## config.mk

```make
export PLATFORM = sky130hd
export DESIGN_NAME = pidg_front_flat
export DESIGN_NICKNAME = d
export VERILOG_FILES = /design/src/hw/rtl/pidg_pkg.sv /design/src/hw/rtl/pidg_if.sv /design/src/hw/rtl/pidg_front.sv /design/src/flat_wrapper.sv
export SDC_FILE = /design/constraint.sdc
export NUM_CORES = 1
export LEC_CHECK = 0
export ABC_AREA = 1
export BUFFER_PORTS_ARGS = -buffer_cell sky130_fd_sc_hd__buf_2
export CAP_MARGIN = 10
export CORE_MARGIN = 3
export CORE_UTILIZATION = 44
export DETAILED_ROUTE_END_ITERATION = 16
export PLACE_DENSITY_LB_ADDON = 0.1
export SETUP_SLACK_MARGIN = 0.5
export SYNTH_ARGS = -nofsm -noshare
export SYNTH_HDL_FRONTEND = slang
export SYNTH_SLANG_ARGS = --single-unit
```

## constraint.sdc

```tcl
create_clock -name vclk -period 1.95
set_clock_uncertainty 0.05 [all_clocks]
set_input_delay 0.195 -clock vclk [all_inputs]
set_output_delay 0.195 -clock vclk [all_outputs]
set_load 0.05 [all_outputs]
```

## src/hw/rtl/pidg_pkg.sv

```systemverilog
// Shared types, widths, codes and a helper function of the PID step block.
package pidg_pkg;

    localparam int DATA_W    = 32;
    localparam int GAIN_W    = 16;
    localparam int ERR_W     = 17;
    localparam int SUM_W     = 33;
    localparam int DIFF_W    = 18;
    localparam int DP_W      = 34;
    localparam int PROD_W    = 48;
    localparam int SAT_W     = PROD_W + 2;
    localparam int DECI      = 10;
    localparam int QDEPTH    = 4;
    localparam int CDIV_LAT  = 5;
    localparam int CFG_IDX_W = 2;

    localparam logic [CFG_IDX_W-1:0] CFG_GAIN_P = 2'd0;
    localparam logic [CFG_IDX_W-1:0] CFG_GAIN_I = 2'd1;
    localparam logic [CFG_IDX_W-1:0] CFG_GAIN_D = 2'd2;
    localparam logic [CFG_IDX_W-1:0] CFG_TARGET = 2'd3;

    localparam logic OP_SAMPLE = 1'b0;
    localparam logic OP_LOAD   = 1'b1;

    typedef struct packed {
        logic                     op;
        logic signed [DATA_W-1:0] val;
    } t_entry;

    typedef struct packed {
        logic signed [GAIN_W-1:0] gain_p;
        logic signed [GAIN_W-1:0] gain_i;
        logic signed [GAIN_W-1:0] gain_d;
    } t_gains;

    typedef struct packed {
        logic                     op;
        logic signed [DATA_W-1:0] sum;
    } t_side;

    function automatic logic signed [DATA_W-1:0] sat32(input logic signed [SAT_W-1:0] v);
        logic [SAT_W-DATA_W:0] top;
        top = v[SAT_W-1:DATA_W-1];
        if (top == '0 || top == '1) begin
            return v[DATA_W-1:0];
        end else if (v[SAT_W-1]) begin
            return {1'b1, {(DATA_W-1){1'b0}}};
        end else begin
            return {1'b0, {(DATA_W-1){1'b1}}};
        end
    endfunction

endpackage

```

## src/hw/rtl/pidg_if.sv

```systemverilog
// Valid/ready channel interfaces for input items and result items.
interface pidg_in_if import pidg_pkg::*; ();
    logic                     valid;
    logic                     ready;
    logic                     op;
    logic signed [GAIN_W-1:0] sample;
    logic signed [DATA_W-1:0] preload;

    modport source (output valid, output op, output sample, output preload, input ready);
    modport sink   (input valid, input op, input sample, input preload, output ready);
endinterface


```

## src/hw/rtl/pidg_front.sv

```systemverilog
// Front end: accepts items, forms the error and classifies them for the queue.
module pidg_front import pidg_pkg::*; (
    pidg_in_if.sink                  i_in,
    input  logic signed [GAIN_W-1:0] i_target,
    input  logic                     i_push_ready,
    output logic                     o_push_valid,
    output t_entry                   o_push_data
);

    logic signed [ERR_W-1:0] err;

    assign err          = ERR_W'(i_target) - ERR_W'(i_in.sample);
    assign o_push_valid = i_in.valid;
    assign i_in.ready   = i_push_ready;

    always_comb begin
        o_push_data.op = i_in.op;
        unique case (i_in.op)
            OP_LOAD: o_push_data.val = i_in.preload;
            default: o_push_data.val = DATA_W'(err);
        endcase
    end

endmodule

```

## src/flat_wrapper.sv

```systemverilog
// flat-port wrapper written by rule: the top's interface ports become plain ports
module pidg_front_flat import pidg_pkg::*;
  (i_target, i_push_ready, o_push_valid, o_push_data, i_in_valid, i_in_op, i_in_sample, i_in_preload, i_in_ready);
  pidg_in_if i_in_i ();
  input  logic signed [GAIN_W-1:0] i_target;
  input  logic i_push_ready;
  output logic o_push_valid;
  output t_entry o_push_data;
  input wire logic [$bits(i_in_i.valid)-1:0] i_in_valid;
  input wire logic [$bits(i_in_i.op)-1:0] i_in_op;
  input wire logic [$bits(i_in_i.sample)-1:0] i_in_sample;
  input wire logic [$bits(i_in_i.preload)-1:0] i_in_preload;
  output wire logic [$bits(i_in_i.ready)-1:0] i_in_ready;
  assign i_in_i.valid = i_in_valid;
  assign i_in_i.op = i_in_op;
  assign i_in_i.sample = i_in_sample;
  assign i_in_i.preload = i_in_preload;
  assign i_in_ready = i_in_i.ready;
  pidg_front u_core (.i_in(i_in_i), .i_target(i_target), .i_push_ready(i_push_ready), .o_push_valid(o_push_valid), .o_push_data(o_push_data));
endmodule
```

==> results of run 1 <==
[cells in the mapped netlist, types with 3 or more instances]
| cell | count | share of area [%] |
|---|---|---|
| sky130_fd_sc_hd__nand2_2 | 15 | 6.3 |
| sky130_fd_sc_hd__clkbuf_1 | 4 | 1.0 |
| sky130_fd_sc_hd__inv_1 | 64 | 16 |
| sky130_fd_sc_hd__nor2_1 | 11 | 2.8 |
| sky130_fd_sc_hd__nand2_1 | 144 | 36 |
| sky130_fd_sc_hd__buf_4 | 3 | 1.5 |
| sky130_fd_sc_hd__or2_2 | 3 | 1.3 |
| sky130_fd_sc_hd__ha_1 | 16 | 13 |
| sky130_fd_sc_hd__o21ai_0 | 5 | 1.7 |
| sky130_fd_sc_hd__nor3_1 | 3 | 1.0 |
| sky130_fd_sc_hd__a21oi_1 | 7 | 2.3 |
| sky130_fd_sc_hd__nand3_1 | 20 | 6.7 |
[logic make-up after synthesis]
kind of cell,Yosys count
AND/OR/NAND/NOR,204
buffers and inverters,75
adder cells (fa/ha/maj),17
AO/OA/AOI/OAI,14
XOR/XNOR,1
[metrics by stage]
step	hold slack, ns	cells	instance area (um2)	setup TNS (ns)	setup slack [ns]
after global placement	0.341	475	2780	-5.79	-0.332
after detailed placement	0.341	475	2780	-6.77	-0.383
after floorplan	0.507	311	2040	-0.160	-0.0160
==> Implementation_results.wiki, run 1 <==
{| class="wikitable"
! Metric !! Value
|-
| Xor/xnor share of the synthesized area || less than 1%
|-
| RePlAce Congestion || 0.850
|-
| Sequential area share after synthesis || 0%
|-
| Exit stage || clock tree synthesis (4_1_cts)
|-
| Top Ports || about 100
|-
| Half-perimeter wire length of the detailed placement result || 4720 um
|-
| First logged error message || [ERROR DPL-0038] Utilization greater than 100%, impossible to legalize
|-
| Number of buffers added on ports || 98
|-
| Count of cells resized by post-cts repair || 171
|-
| Adder and majority gate portion of the synthesized area || 14.8%
|-
| Horizontal extent of the die || roughly 64 um
|-
| Initial core utilization || 47.3%
|-
| Vert. Die Dim || ~64 um
|-
| Synth Net Count || 395
|-
| Post-synth design cell area || between 1000 and 1500 um2
|-
| Setup bufs post-CTS || 12
|-
| Post-synthesis share of cell area spent on and, or, nand and nor gates || approximately three fifths
|-
| Result of the run || aborted with a tool error
|-
| Compound-Gate Fraction of Synth Area || around 5.2%
|-
| Multiplexer area fraction after synthesis || 0%
|-
| Unique masters post-synth || 24
|-
| Hold_buf cts || 0
|-
| Placement Rows || 20
|-
| Ys Warns || 0
|-
| Per-instance average area after synthesis || 4.80 um2
|-
| Instance count of the mapped netlist || between 300 and 400
|-
| Main combinational cell family by area after synthesis || simple AND/OR/NAND/NOR gates
|}
==> run 2, diff against run 1 <==
- CORE_UTILIZATION: 44 -> 40
- PLACE_DENSITY_LB_ADDON: 0.1 -> 0.15
- SETUP_SLACK_MARGIN: 0.5 -> unset
==> run 2 against run 1 <==
Net effect: synthesized area stayed put; the flow now finishes, with violations (negative setup slack); synthesized cell count is the same.
==> Implementation_results.wiki, run 2 <==
{| class="wikitable"
! Metric !! Value
|-
| Total negative slack for setup checks || -1.55 ns
|-
| Measured slew at the worst slew-check pin || ~0.28 ns
|-
| Ys Warns || 0
|-
| Hold Crit Class || input pin to output port
|-
| Worst vdd rail ir drop || 0.311 mV
|-
| Yosys top cell by area || sky130_fd_sc_hd__nand2_1
|-
| Half-perimeter wire length of the detailed placement result || roughly 3900 um
|-
| Vert. Die Dim || approximately 67 um
|-
| Setup violations, final || 17
|-
| Top-area cell type share of the netlist area || 36.2%
|-
| Sequential area share after synthesis || 0%
|-
| Min setup slack post-route || -0.102 ns
|-
| RePlAce Congestion || approximately 0.85
|-
| Top cells by area in the synthesized netlist || sky130_fd_sc_hd__nand2_1 (36%), sky130_fd_sc_hd__inv_1 (16%), sky130_fd_sc_hd__ha_1 (13%)
|-
| Detailed Routing Iterations Pass 1 || 4
|-
| Unique masters post-synth || 24
|-
| Number of diodes added for antenna fixing || 0
|-
| Via total after detailed routing || 2275
|-
| Number of max-capacitance violations reported || 0
|-
| Final core occ || 81.6%
|-
| Antenna Violating Nets Remaining || 0
|-
| Number of clock buffers in the layout || 0
|-
| Global-route total usage across every layer || between 20% and 30%
|-
| Arrival time of the worst setup path || 1.81 ns
|-
| Drc violations || 0
|-
| Fraction of layout cells with a size suffix above 1 || roughly half
|-
| Number of buffers added on ports || 98
|-
| Final worst-path cycle share || 105%
|-
| Largest fanout on the critical path || 8
|-
| Via count normalized by instance count || 4.75
|-
| Result of the run || finished, violations left
|-
| Maximum number of pins on one net before global-route repair || 31
|-
| Total wirelength of the detailed-routed design || 5550 um
|-
| Per-instance average area after synthesis || between 4 and 5 um2
|-
| Sequential standard cell area || 0 um2
|-
| Required time of the critical path || roughly 1.7 ns
|-
| Critical Path Sink Type || output port
|-
| Die ar. || between 4000 and 5000 um2
|-
| Post-Layout Cell Count || approximately 480
|-
| Horizontal extent of the die || between 60 and 70 um
|-
| Count of placed standard cells including taps || 473
|-
| Commonest non-fill, non-tap cells in the layout || sky130_fd_sc_hd__nand2_1 (121), sky130_fd_sc_hd__buf_2 (70), sky130_fd_sc_hd__inv_1 (57)
|-
| Synth Net Count || just under 400
|-
| Top Ports || ~100
|-
| Instance count of the mapped netlist || between 300 and 400
|-
| Initial DRC Count || 95
|-
| Maximum operating frequency || between 400 and 500 MHz
|-
| Via count of the first global-routing pass || 2034
|-
| Most frequent cell after synthesis || sky130_fd_sc_hd__nand2_1
|-
| Placement Rows || 21
|-
| Initial core utilization || a little over two fifths
|-
| Leak pwr || roughly 1.7 nW
|-
| Congestion Overflow GR || 0
|-
| WL per Instance || ~12 um
|-
| Net total in the final layout || between 500 and 600
|-
| Most common cell after layout, fill and taps aside || sky130_fd_sc_hd__nand2_1
|-
| Hold_buf cts || 0
|-
| Headroom to the max-slew limit || 81.2%
|-
| Initial antenna violation count || 0
|-
| Sequential cell count || 0
|-
| Startpoint type of the worst setup path || input pin
|-
| Final Hold Vio Count || 0
|-
| Setup repair after global routing missed its margin || true
|-
| Filler cell count || 256
|-
| First-pass GRT wire length || ~7900 um
|-
| Number of max-slew violations in the final report || 0
|-
| Core Area || 3470 um2
|-
| Violations in the final reports || negative setup slack
|-
| Most common library cells after synthesis || sky130_fd_sc_hd__nand2_1 (144), sky130_fd_sc_hd__inv_1 (64), sky130_fd_sc_hd__nand3_1 (20), sky130_fd_sc_hd__ha_1 (16), sky130_fd_sc_hd__nand2_2 (15)
|-
| Final min period || around 2.1 ns
|-
| Post-synth design cell area || 1490 um2
|-
| Pwr dens || between 400 and 500 nW/um2
|-
| Area growth syn-to-layout || 89.8%
|-
| Path type of the worst setup path || input pin to output port
|}
-- run 2: cell counts after synthesis --
Identical to the previous run, type by type.
-- run 2: through the flow --
stage	area [um2]	hold WS, ns	power [mW]	setup WS (ns)
5_1_grt	2830	0.340	1.33	-0.178
2_1_floorplan	1560	0.507	0.702	-0.161
3_5_place_dp	2260	0.341	0.966	-0.300
4_1_cts	2570	0.341	1.13	-0.121
3_3_place_gp	2260	0.341	0.953	-0.257
6_report	2830	0.340	1.24	-0.102
-- run 2: kinds of logic (layout without fill, tap and decap cells) --
family / count (synthesis) / in the layout / share of synthesized area, %
AO/OA/AOI/OAI: 14 / 14 / 5.20
XOR/XNOR: 1 / 1 / 0.587
adder cells (fa/ha/maj): 17 / 17 / 14.8
buffers and inverters: 75 / 197 / 20.4
AND/OR/NAND/NOR: 204 / 204 / 59.1
-- run 2: critical path, cell delays in order --
cell and delay [ns]:
sky130_fd_sc_hd__buf_6 0.10, sky130_fd_sc_hd__ha_4 0.15, sky130_fd_sc_hd__fa_2 0.35, sky130_fd_sc_hd__inv_2 0.08, sky130_fd_sc_hd__nand2_2 0.06, sky130_fd_sc_hd__nand2_2 0.07
sky130_fd_sc_hd__nand3_2 0.06, sky130_fd_sc_hd__nand2_2 0.08, sky130_fd_sc_hd__nand2_2 0.06, sky130_fd_sc_hd__nand2_2 0.06, sky130_fd_sc_hd__nand2_2 0.06, sky130_fd_sc_hd__nand3_4 0.09
sky130_fd_sc_hd__buf_12 0.17, sky130_fd_sc_hd__nand2_4 0.06, sky130_fd_sc_hd__buf_8 0.15
-- run 2: report_power, final --
group	leakage, nW	total, mW	internal, mW	switching, mW
Clock	0	0	0	0
Combinational	1.71	1.24	0.506	0.736
Sequential	0	0	0	0
Total	1.71	1.24	0.506	0.736
-- run 2: routing by layer --
layer	vias to the layer above	part of all wire (%)	GRT usage (%)
li1	1166	-	-
met1	1015	41	24.8
met2	84	53	43.8
met3	10	5.3	1.52
met4	0	1.4	3.29
met5	-	0	0
-- run 2: worst paths after layout --
check / start / to / slack, ns / depth (start not counted)
worst max-delay path: i_in_sample[0] / o_push_data[19] / -0.10 / 15
worst min-delay path: i_in_valid / o_push_valid / 0.34 / 0
-- run 2: area by class of cell --
type	instances	area, um2	area share [%]
tap	46	57.6	2.03
inverter	66	250	8.84
timing repair buffer	131	991	35.0
multi-input combinational	236	1530	54.1
-- run 2: what timing repair did --
| action | CTS | global route |
|---|---|---|
| gates resized for setup | 74 | 53 |
| cloned | 1 | 0 |
| buffers inserted | 1 | 4 |
| pin swaps | 7 | 18 |
| endpoints found under the setup margin | 27 | 27 |
(Power assumes the default switching activity.)
