<file path="src/hw/rtl/pidg_pkg.sv">
// Shared types, widths, codes and a helper function of the PID step block.
package pidg_pkg;

    localparam int DATA_W    = 32;
    localparam int GAIN_W    = 16;
    localparam int ERR_W     = 17;
    localparam int SUM_W     = 33;
    localparam int DIFF_W    = 18;
    localparam int DP_W      = 34;
    localparam int PROD_W    = 48;
    localparam int SAT_W     = PROD_W + 2;
    localparam int DECI      = 10;
    localparam int QDEPTH    = 4;
    localparam int CDIV_LAT  = 5;
    localparam int CFG_IDX_W = 2;

    localparam logic [CFG_IDX_W-1:0] CFG_GAIN_P = 2'd0;
    localparam logic [CFG_IDX_W-1:0] CFG_GAIN_I = 2'd1;
    localparam logic [CFG_IDX_W-1:0] CFG_GAIN_D = 2'd2;
    localparam logic [CFG_IDX_W-1:0] CFG_TARGET = 2'd3;

    localparam logic OP_SAMPLE = 1'b0;
    localparam logic OP_LOAD   = 1'b1;

    typedef struct packed {
        logic                     op;
        logic signed [DATA_W-1:0] val;
    } t_entry;

    typedef struct packed {
        logic signed [GAIN_W-1:0] gain_p;
        logic signed [GAIN_W-1:0] gain_i;
        logic signed [GAIN_W-1:0] gain_d;
    } t_gains;

    typedef struct packed {
        logic                     op;
        logic signed [DATA_W-1:0] sum;
    } t_side;

    function automatic logic signed [DATA_W-1:0] sat32(input logic signed [SAT_W-1:0] v);
        logic [SAT_W-DATA_W:0] top;
        top = v[SAT_W-1:DATA_W-1];
        if (top == '0 || top == '1) begin
            return v[DATA_W-1:0];
        end else if (v[SAT_W-1]) begin
            return {1'b1, {(DATA_W-1){1'b0}}};
        end else begin
            return {1'b0, {(DATA_W-1){1'b1}}};
        end
    endfunction

endpackage

</file>
<file path="src/hw/rtl/pidg_fifo.sv">
// Short queue between the front end and the back end.
module pidg_fifo import pidg_pkg::*; (
    input  logic   i_clk,
    input  logic   i_rst_n,
    input  logic   i_push_valid,
    output logic   o_push_ready,
    input  t_entry i_push_data,
    output logic   o_pop_valid,
    input  logic   i_pop_ready,
    output t_entry o_pop_data
);

    localparam int PTR_W = $clog2(QDEPTH);
    localparam int CNT_W = $clog2(QDEPTH + 1);

    t_entry             r_mem [QDEPTH];
    logic [PTR_W-1:0]   r_wr, n_wr;
    logic [PTR_W-1:0]   r_rd, n_rd;
    logic [CNT_W-1:0]   r_count, n_count;
    logic               push;
    logic               pop;

    assign o_push_ready = (r_count != CNT_W'(QDEPTH));
    assign o_pop_valid  = (r_count != '0);
    assign push         = i_push_valid && o_push_ready;
    assign pop          = o_pop_valid && i_pop_ready;
    assign o_pop_data   = r_mem[r_rd];

    always_comb begin
        n_wr    = r_wr;
        n_rd    = r_rd;
        n_count = r_count + CNT_W'(push) - CNT_W'(pop);
        if (push) begin
            n_wr = (r_wr == PTR_W'(QDEPTH - 1)) ? '0 : r_wr + 1'b1;
        end
        if (pop) begin
            n_rd = (r_rd == PTR_W'(QDEPTH - 1)) ? '0 : r_rd + 1'b1;
        end
    end

    always_ff @(posedge i_clk) begin
        if (!i_rst_n) begin
            r_wr    <= '0;
            r_rd    <= '0;
            r_count <= '0;
        end else begin
            r_wr    <= n_wr;
            r_rd    <= n_rd;
            r_count <= n_count;
        end
    end

    always_ff @(posedge i_clk) begin
        if (push) begin
            r_mem[r_wr] <= i_push_data;
        end
    end

    a_count_bound: assert property (@(posedge i_clk) disable iff (!i_rst_n)
        r_count <= CNT_W'(QDEPTH))
        else $error("queue fill count beyond depth");

    a_count_push: assert property (@(posedge i_clk) disable iff (!i_rst_n)
        push && !pop |=> r_count == $past(r_count) + 1'b1)
        else $error("queue fill count did not advance on push");

    a_count_pop: assert property (@(posedge i_clk) disable iff (!i_rst_n)
        pop && !push |=> r_count == $past(r_count) - 1'b1)
        else $error("queue fill count did not drop on pop");

endmodule

</file>
<file path="config.mk">
export PLATFORM = sky130hd
export DESIGN_NAME = pidg_fifo
export DESIGN_NICKNAME = d
export VERILOG_FILES = /design/src/hw/rtl/pidg_pkg.sv /design/src/hw/rtl/pidg_fifo.sv
export SDC_FILE = /design/constraint.sdc
export NUM_CORES = 1
export LEC_CHECK = 0
export ABC_CLOCK_PERIOD_IN_PS = 7090
export CAP_MARGIN = 20
export CELL_PAD_IN_SITES_DETAIL_PLACEMENT = 0
export CELL_PAD_IN_SITES_GLOBAL_PLACEMENT = 2
export CORE_ASPECT_RATIO = 1.4
export CORE_MARGIN = 2
export CORE_UTILIZATION = 35
export DETAILED_ROUTE_END_ITERATION = 8
export DONT_BUFFER_PORTS = 1
export GPL_ROUTABILITY_DRIVEN = 0
export PLACE_DENSITY = 0.68
export SYNTH_ARGS = -nofsm -noshare
export SYNTH_HDL_FRONTEND = slang
export SYNTH_SLANG_ARGS = --single-unit
export TNS_END_PERCENT = 100
</file>
<file path="constraint.sdc">
create_clock -name i_clk -period 7.09 [get_ports i_clk]
set_input_delay 0.3545 -clock i_clk [delete_from_list [all_inputs] [get_ports i_clk]]
set_output_delay 0.3545 -clock i_clk [all_outputs]
set_load 0.03 [all_outputs]
</file>
==> impl_metrics.json, run 1 <==
{
  "grt_pass1_vias": 2415,
  "status": "completed",
  "grt_usage_pct": 12.09,
  "grt_overflow": 0,
  "fin_setup_tns_ns": 0,
  "dp_hpwl_mm": 5.165,
  "syn_area_per_cell_um2": 23.31,
  "fillCellCount": 1312,
  "crit_type": "flip-flop to output port",
  "area_growth_pct": 15.32,
  "yosys_register_bits": 141,
  "layout-drive-gt1-share_pct": 29.15,
  "cts-root-buf": "clkbuf_16",
  "core-area_um2": 14570,
  "netlist_area_um2": 5244,
  "critPathLaunchType": "flip-flop",
  "vias": 2120,
  "postRouteAntennaNets": 0,
  "die_w_um": 107.5,
  "dpl_cell_area_um2": 5430,
  "clock-sinks": 141,
  "worst_pin_slew_ns": 0.9546,
  "crit_buf_inv": 1,
  "maxSlewViolCount": 0,
  "rows": 52,
  "cp_slowest_cell": "dfxtp_2",
  "synth_nets": 270,
  "setup_viol_count_final": 0,
  "postCtsResizedCells": 0,
  "post_drt_wl_per_cell_um": 20.37,
  "antenna_found_initial": 0,
  "numPortBuffers": 0,
  "max_stage_delay_ns": 0.71,
  "fin_skew_ns": 0.009908,
  "rsz0062_at_grt": "no",
  "p_total_mw": 2.466,
  "hold_buffers": 0,
  "dieHeight_um": 148.8,
  "clock_path_buffers": 2,
  "path_clk_slew_ns": 0.06,
  "hp-class": "input pin to flip-flop",
  "synth.yosys.seq_area_share_pct": 79.03,
  "synth_top_area_cell": "edfxtp_1",
  "critPathRequiredTime_ns": 6.74,
  "die_area_um2": 15990,
  "wl_mm": 8.881,
  "cellPowerDensity_nw_per_um2": 407.9,
  "relSlewSlack_pct": 36.36,
  "drc": 0,
  "htree_levels": 4,
  "finalInstanceArea_um2": 6047,
  "crit_chain": "buf_4 -> mux4_2",
  "synth_cell_types": 27,
  "insertion_delay_ns": 0.40,
  "cp.arrival_ns": 2.29,
  "tritoncts": "yes",
  "syn_inst": 225,
  "endpoint_kind": "output port",
  "leakagePower_nw": 1.912,
  "postCtsSetupBuffers": 0,
  "critPathTopFamily": "flip-flops",
  "io_pins": 72,
  "ys_warn_count": 0,
  "numCtsBuffers": 17,
  "first_iter_violations": 73,
  "n_antenna_cell": 0,
  "maxCapViolations": 0,
  "synth_top_area_share_pct": 75.59,
  "period_share_pct": 37.30,
  "place_inst": 405,
  "final_cells": 436,
  "r2r_setup_slack_ns": 4.48,
  "grt_max_degree": 34,
  "ir_drop_mv": 0.1765,
  "critPathMaxFanout": 19,
  "fin_crit_ns": 2.644,
  "synthTopCellsByArea": "edfxtp_1 76%, mux4_2 14%, dfxtp_1 3.4%, ha_1 1.7%, and3_2 0.43%",
  "hold_viol_final": 0,
  "dr.pass1.iters": 5,
  "via_per_inst": 4.862,
  "grt_pass1_wl_mm": 13.74,
  "final_nets": 280,
  "initial_core_util_pct": 35.98,
  "clock.fmax_mhz": 378.2
}
-- synth_stat cells --
master	number
edfxtp_1	132
mux4_2	33
dfxtp_1	9
ha_1	7
inv_1	6
nand2_1	5
buf_2	4
and3_2	3
buf_4	3
and2_1	2
nand3_1	2
nor2_1	2
o21ai_0	2
xnor2_1	2
and2_4	1
and3_1	1
buf_1	1
buf_6	1
clkbuf_1	1
fa_1	1
mux2i_1	1
nand4_1	1
nor2b_1	1
o21ai_1	1
o31ai_1	1
or3_2	1
or3b_1	1
-- logic make-up (layout without fill, tap and decap cells) --
logic type                 count (synthesis)  after routing  synth area share (%)
DFF                                      141            141                 79.03
muxes                                     34             34                 14.36
and+or+nand+nor                           20             20                 2.196
buffers and inverters                     16             38                 1.598
adders and majority gates                  8              8                 2.052
AOI/OAI and AO/OA                          4              4                0.4295
xor gates and xnor gates                   2              2                0.3341
-- cell usage in the layout, fill, tap and decap left out, types with 3 or more instances in the layout --
cell type and count:
inv_6 3, mux4_2 33, ha_1 7, dfxtp_1 7, clkbuf_16 17, bufinv_16 4, nand2_1 5, clkinvlp_4 3
edfxtp_1 132, and3_2 4, inv_1 6
-- report_power, final --
group          internal, mW  switching [mW]  total (mW)
combinational         0.163           0.314       0.477
sequential             1.01          0.0588        1.07
clock                 0.589           0.329       0.917
total                  1.77           0.701        2.47
-- state kept, by name, summed over array words and instances (netlist names), named ones only --
| register | cells |
|---|---|
| r_mem | 132 |
| r_count | 3 |
| r_rd | 2 |
| r_wr | 2 |
-- cell type report --
type / count / area (um^2) / area share [%]
flip-flops and latches: 141 / 4146 / 68.57
multi-input cells: 68 / 1017 / 16.82
clock buffers: 18 / 429.2 / 7.097
well taps: 189 / 236.5 / 3.911
clock inverters: 13 / 187.7 / 3.104
inverters: 6 / 22.52 / 0.3724
repair buffers: 1 / 7.507 / 0.1241
-- through the flow --
step           hold slack [ns]  worst slack (ns)  util (%)
2_1_floorplan           0.4534             4.702         -
3_3_place_gp            0.4535             4.499     37.26
3_5_place_dp            0.4535             4.473     37.26
4_1_cts                0.02290             4.325     41.49
5_1_grt                0.01525             4.248     41.49
6_report               0.04093             4.446     41.49
-- path summary, 6_finish.rpt --
kind,start,to,depth (start not counted)
worst max-delay path,flip-flop,o_pop_data[6],2
worst max register to register,r_count[1]$_SDFF_PN0_,r_count[2]$_SDFF_PN0_,11
worst min register to register,r_wr[1]$_SDFFE_PN0P_,r_wr[1]$_SDFFE_PN0P_,2
worst min-delay path,i_push_data[3],r_mem[2][3]$_DFFE_PP_,0
-- metal layers --
| metal | vias to the layer above | GRT usage, % | routed length (um) |
|---|---|---|---|
| li1 | 946 | - | - |
| met3 | 11 | 5.461 | 608 |
| met4 | 0 | 5.000 | 137 |
| met5 | - | 0 | 0 |
| met1 | 1112 | 13.60 | 3419 |
| met2 | 51 | 19.94 | 4715 |
(Power assumes the default switching activity.)
==> run 2, diff against run 1 <==
--- a/config.mk
+++ b/config.mk
@@ -5,7 +5,7 @@
 export SDC_FILE = /design/constraint.sdc
 export NUM_CORES = 1
 export LEC_CHECK = 0
-export ABC_CLOCK_PERIOD_IN_PS = 7090
+export ABC_CLOCK_PERIOD_IN_PS = 2200
 export CAP_MARGIN = 20
 export CELL_PAD_IN_SITES_DETAIL_PLACEMENT = 0
 export CELL_PAD_IN_SITES_GLOBAL_PLACEMENT = 2
@@ -15,7 +15,7 @@
 export DETAILED_ROUTE_END_ITERATION = 8
 export DONT_BUFFER_PORTS = 1
 export GPL_ROUTABILITY_DRIVEN = 0
-export PLACE_DENSITY = 0.68
+export PLACE_DENSITY = 0.7
 export SYNTH_ARGS = -nofsm -noshare
 export SYNTH_HDL_FRONTEND = slang
 export SYNTH_SLANG_ARGS = --single-unit
==> constraint.sdc (replaced) <==
create_clock -name i_clk -period 2.2 [get_ports i_clk]
set_input_delay 0.11 -clock i_clk [delete_from_list [all_inputs] [get_ports i_clk]]
set_output_delay 0.11 -clock i_clk [all_outputs]
set_load 0.03 [all_outputs]
==> impl_metrics.json, run 2 (synthesis gave the netlist of run 1 again) <==
{
  "ir_drop_mv": 0.5299,
  "die_area_um2": 15990,
  "top_register": "r_mem",
  "max_stage_delay_ns": 0.39,
  "layout-drive-gt1-share_pct": 30.41,
  "clkPwrFrac_pct": 35.2,
  "place_ws_ns": -0.06630,
  "grt_max_degree": 34,
  "crit_buf_inv": 3,
  "crit_type": "flip-flop to flip-flop",
  "core-area_um2": 14570,
  "fin_skew_ns": 0.006438,
  "dr.pass1.iters": 4,
  "postCtsSetupBuffers": 0,
  "comb_power_share_pct": 23.3,
  "p_sw_share_pct": 29.11,
  "crit_chain": "or3b_4 -> and2_4 -> inv_4 -> ha_4 -> inv_2 -> ha_4 -> inv_2 -> fa_2 -> xnor2_2 -> xnor2_1 -> and2_1",
  "numPortBuffers": 0,
  "relSlewSlack_pct": 37.21,
  "dp_hpwl_mm": 5.272,
  "grt_pass1_wl_mm": 14.37,
  "postRouteAntennaNets": 0,
  "clock-sinks": 141,
  "hp-class": "input pin to flip-flop",
  "maxCapViolations": 0,
  "p_seq_share_pct": 41.5,
  "met1Wirelength_mm": 3.515,
  "path_clk_slew_ns": 0.06,
  "period_share_pct": 98.98,
  "maxSlewViolCount": 0,
  "cts-root-buf": "clkbuf_16",
  "vias": 2339,
  "leakagePower_nw": 2.109,
  "endpoint_kind": "flip-flop",
  "final_cells": 487,
  "status": "completed",
  "cellPowerDensity_nw_per_um2": 1233,
  "worst_pin_slew_ns": 0.9418,
  "antenna_found_initial": 2,
  "first_iter_violations": 92,
  "grt_pass1_vias": 2589,
  "intPower_mw": 5.735,
  "largest_register_ffs": 132,
  "tritoncts": "yes",
  "initial_core_util_pct": 35.98,
  "numCtsBuffers": 17,
  "die_w_um": 107.5,
  "clock_path_buffers": 2,
  "dieHeight_um": 148.8,
  "final_nets": 328,
  "wl_met3_um": 432,
  "io_pins": 72,
  "htree_levels": 4,
  "p_sw_mw": 2.355,
  "top_layer_used": "met4",
  "wl_met2_mm": 5.062,
  "wl_mm": 9.172,
  "critPathRequiredTime_ns": 2.50,
  "grt_usage_pct": 12.64,
  "top_regs": "r_mem x132, r_count x3",
  "hold_viol_final": 0,
  "grt_overflow": 0,
  "insertion_delay_ns": 0.41,
  "fin_crit_ns": 2.177,
  "area_growth_pct": 25.13,
  "drc": 0,
  "cp_slowest_cell": "or3b_4",
  "post_drt_wl_per_cell_um": 18.83,
  "critPathLaunchType": "flip-flop",
  "place_inst": 413,
  "setup_viol_count_final": 0,
  "cp.arrival_ns": 2.48,
  "rsz0062_at_grt": "yes",
  "rows": 52,
  "via_per_inst": 4.803,
  "final_common_cell": "edfxtp_1",
  "critPathMaxFanout": 2,
  "final_cell_mix": "132 x edfxtp_1, 40 x dlygate4sd3_1, 33 x mux4_2",
  "fin_ws_ns": 0.02254,
  "critPathTopFamily": "simple AND/OR/NAND/NOR gates",
  "clock.fmax_mhz": 459.3
}
## run 2: through the flow
step	hold WS [ns]	cell area, um^2	setup TNS, ns	power, mW	util (%)
2_1_floorplan	0.2089	5249	-0.1070	4.854	-
3_3_place_gp	0.2090	5508	0	5.153	37.79
3_5_place_dp	0.2090	5508	-0.06630	5.188	37.79
4_1_cts	0.2731	6551	-0.01229	8.206	44.95
5_1_grt	0.2931	6561	-0.05551	8.420	45.02
6_report	0.2835	6561	0	8.090	45.02
## run 2: area by class of cell
| class | instances | area (um^2) |
|---|---|---|
| diodes | 2 | 5.005 |
| flip-flops and latches | 141 | 4149 |
| fillers | 1268 | 8013 |
| multi-input cells | 68 | 1069 |
| well taps | 189 | 236.5 |
| clock inverters | 13 | 163.9 |
| inverters | 6 | 25.02 |
| repair buffers | 49 | 480.5 |
| clock buffers | 19 | 432.9 |
## run 2: per-layer routing
layer | up-vias | global-route usage, %
met5 | - | 0
met4 | 0 | 5.577
met3 | 13 | 4.631
met2 | 51 | 21.84
met1 | 1229 | 13.89
li1 | 1046 | -
## run 2: final timing paths
path / start / end / slack [ns] / cells past startpoint
max: r_count[1]$_SDFF_PN0_ / r_count[2]$_SDFF_PN0_ / 0.02 / 11
min: i_push_valid / r_count[1]$_SDFF_PN0_ / 0.28 / 5
min reg2reg: r_rd[0]$_SDFFE_PN0N_ / flip-flop / 0.54 / 2
max reg2reg: r_count[1]$_SDFF_PN0_ / r_count[2]$_SDFF_PN0_ / 0.02 / 11
## run 2: what timing repair did
item,4_1_cts,5_1_grt
hold endpoints to repair,141,1
setup endpoints to repair,1,2
resized for setup,9,2
gates cloned,0,0
hold buffers,40,1
pin swaps,6,2
## run 2: power by group through the flow
stage                     combinational (mW)  sequential (mW)  clock [mW]
after floorplan                         1.48             3.37           0
after global placement                  1.75             3.40           0
after detailed placement                1.77             3.42           0
after CTS                               1.94             3.36        2.90
after global routing                    2.03             3.39        3.01
final                                   1.88             3.36        2.85
## run 2: tightest hold or removal path, delay by kind of cell
family	cells	cell delay, ns
adder cells (fa/ha/maj)	2	0.31
buffers and inverters	1	0.05
AND/OR/NAND/NOR	2	0.19
==> run 3, diff against run 2 <==
--- a/config.mk
+++ b/config.mk
@@ -5,7 +5,7 @@
 export SDC_FILE = /design/constraint.sdc
 export NUM_CORES = 1
 export LEC_CHECK = 0
-export ABC_CLOCK_PERIOD_IN_PS = 2200
+export ABC_CLOCK_PERIOD_IN_PS = 2500
 export CAP_MARGIN = 20
 export CELL_PAD_IN_SITES_DETAIL_PLACEMENT = 0
 export CELL_PAD_IN_SITES_GLOBAL_PLACEMENT = 2
@@ -15,7 +15,8 @@
 export DETAILED_ROUTE_END_ITERATION = 8
 export DONT_BUFFER_PORTS = 1
 export GPL_ROUTABILITY_DRIVEN = 0
-export PLACE_DENSITY = 0.7
+export PLACE_DENSITY = 0.68
+export REMOVE_ABC_BUFFERS = 1
 export SYNTH_ARGS = -nofsm -noshare
 export SYNTH_HDL_FRONTEND = slang
 export SYNTH_SLANG_ARGS = --single-unit
==> constraint.sdc (replaced) <==
create_clock -name i_clk -period 2.5 [get_ports i_clk]
set_input_delay 0.125 -clock i_clk [delete_from_list [all_inputs] [get_ports i_clk]]
set_output_delay 0.125 -clock i_clk [all_outputs]
set_load 0.03 [all_outputs]
==> impl_metrics.json, run 3 (synthesis gave the netlist of run 1 again) <==
{
  "status": "completed",
  "numPortBuffers": 0,
  "fillCellCount": 1277,
  "crit_buf_inv": 3,
  "wl_mm": 9.083,
  "endpoint_kind": "flip-flop",
  "cp_common_cell": "inv_1",
  "htree_levels": 4,
  "crit_type": "flip-flop to flip-flop",
  "first_iter_violations": 74,
  "dpl_cell_area_um2": 5473,
  "path_clk_slew_ns": 0.06,
  "maxCapViolations": 0,
  "drc": 0,
  "relSlewSlack_pct": 37.76,
  "antenna_found_initial": 2,
  "dieHeight_um": 148.8,
  "die_w_um": 107.5,
  "area_growth_pct": 21.78,
  "top_regs": "r_mem x132, r_count x3",
  "final_cells": 478,
  "worstSetupPathDepth": 11,
  "grt_pass1_wl_mm": 14.04,
  "critPathTopFamily": "adder cells",
  "clock.fmax_mhz": 420.5,
  "cp_slowest_cell": "or3b_1",
  "cts-root-buf": "clkbuf_16",
  "tritoncts": "yes",
  "post_drt_wl_per_cell_um": 19.00,
  "hold_depth": 3,
  "clock-sinks": 141,
  "largest_register_ffs": 132,
  "grt_overflow": 0,
  "top_register": "r_mem",
  "crit_start": "r_count[1]$_SDFF_PN0_",
  "maxSlewViolCount": 0,
  "leakagePower_nw": 2.055,
  "fin_crit_ns": 2.378,
  "hp-class": "input pin to flip-flop",
  "place_inst": 409,
  "critPathLaunchType": "flip-flop",
  "postRouteAntennaNets": 0,
  "layout-drive-gt1-share_pct": 27.18,
  "final_nets": 319,
  "dp_hpwl_mm": 5.303,
  "r2r-start": "r_count[1]$_SDFF_PN0_",
  "io_pins": 72,
  "initial_core_util_pct": 35.98,
  "rsz0062_at_grt": "no",
  "critPathRequiredTime_ns": 2.79,
  "critPathMaxFanout": 5,
  "period_share_pct": 95.12,
  "clock_path_buffers": 2,
  "insertion_delay_ns": 0.41,
  "via_per_inst": 4.772,
  "setup_viol_count_final": 0,
  "cellPowerDensity_nw_per_um2": 1064,
  "crit_chain": "or3b_1 -> and2_4 -> inv_1 -> ha_1 -> inv_1 -> ha_1 -> inv_1 -> fa_1 -> xnor2_2 -> xnor2_1 -> and2_1",
  "ir_drop_mv": 0.4972,
  "worst_pin_slew_ns": 0.9337,
  "final_cell_mix": "132 x edfxtp_1, 35 x dlygate4sd3_1, 33 x mux4_2",
  "fin_skew_ns": 0.009034,
  "grt_pass1_vias": 2518,
  "fin_setup_tns_ns": 0,
  "final_common_cell": "edfxtp_1",
  "numCtsBuffers": 17,
  "core-area_um2": 14570,
  "rows": 52,
  "grt_max_degree": 34,
  "hold_viol_final": 0,
  "worst_hold_slack_ns": 0.07185,
  "max_stage_delay_ns": 0.41,
  "holdCritStartpoint": "i_pop_ready",
  "grt_usage_pct": 12.26,
  "dr.pass1.iters": 4,
  "cp.arrival_ns": 2.67,
  "rr_worst_depth": 11,
  "finalInstanceArea_um2": 6386,
  "die_area_um2": 15990,
  "vias": 2281
}
==> run 3: cell count changes in the layout (fill, tap and decap cells not counted), sizes merged <==
cell and delta:
buf -4, clkinv +5, inv -1, bufinv -2, dlygate4sd3 -5, clkinvlp -1, clkbuf -1
==> run 3: routing by layer <==
layer	up-vias	global-route usage (%)	share of wire [%]
li1	1030	-	-
met1	1184	14.13	40
met2	55	20.66	53
met3	12	4.369	5.2
met4	0	5.192	1.5
met5	-	0	0
==> run 3: report_power, final <==
group	switching, mW	internal (mW)	total, mW
registers	0.0943	2.87	2.97
clock network	0.932	1.37	2.30
logic	0.999	0.535	1.53
==> run 3: path summary, 6_finish.rpt <==
check	to	slack, ns
hold reg to reg	r_wr[0]$_SDFFE_PN0P_	0.51
setup reg to reg	r_count[2]$_SDFF_PN0_	0.12
setup / recovery	r_count[2]$_SDFF_PN0_	0.12
hold / removal	flip-flop	0.07
==> run 3: final cells by class <==
| class | instances | area [um^2] | area share, % |
|---|---|---|---|
| Sequential cell | 141 | 4148 | 64.95 |
| Multi-Input combinational cell | 68 | 1025 | 16.05 |
| Clock buffer | 18 | 429.2 | 6.720 |
| Timing Repair Buffer | 40 | 400.4 | 6.270 |
| Tap cell | 189 | 236.5 | 3.703 |
| Clock inverter | 14 | 120.1 | 1.881 |
| Inverter | 6 | 22.52 | 0.3527 |
| Antenna cell | 2 | 5.005 | 0.07837 |
==> run 3: per-stage QoR <==
step	utilization, %	setup WS, ns	power (mW)
2_1_floorplan	-	-0.001207	4.220
3_3_place_gp	37.55	0.1632	4.498
3_5_place_dp	37.55	0.1311	4.526
4_1_cts	43.72	0.1108	6.895
5_1_grt	43.82	0.01084	7.100
6_report	43.82	0.1219	6.796
==> run 3: timing repair <==
action	in CTS	in global routing
endpoints found under the hold margin	141	0
endpoints found under the setup margin	0	1
hold buffers	35	0
setup buffers	0	0
gates resized for setup	0	2
==> run 3: worst register-to-register path: stages, from the launching register on <==
cell and delay, ns:
dfxtp_2 0.35, or3b_1 0.41, and2_4 0.18, inv_1 0.05, ha_1 0.22, inv_1 0.05
ha_1 0.13, inv_1 0.05, fa_1 0.41, xnor2_2 0.16, xnor2_1 0.12, and2_1 0.15
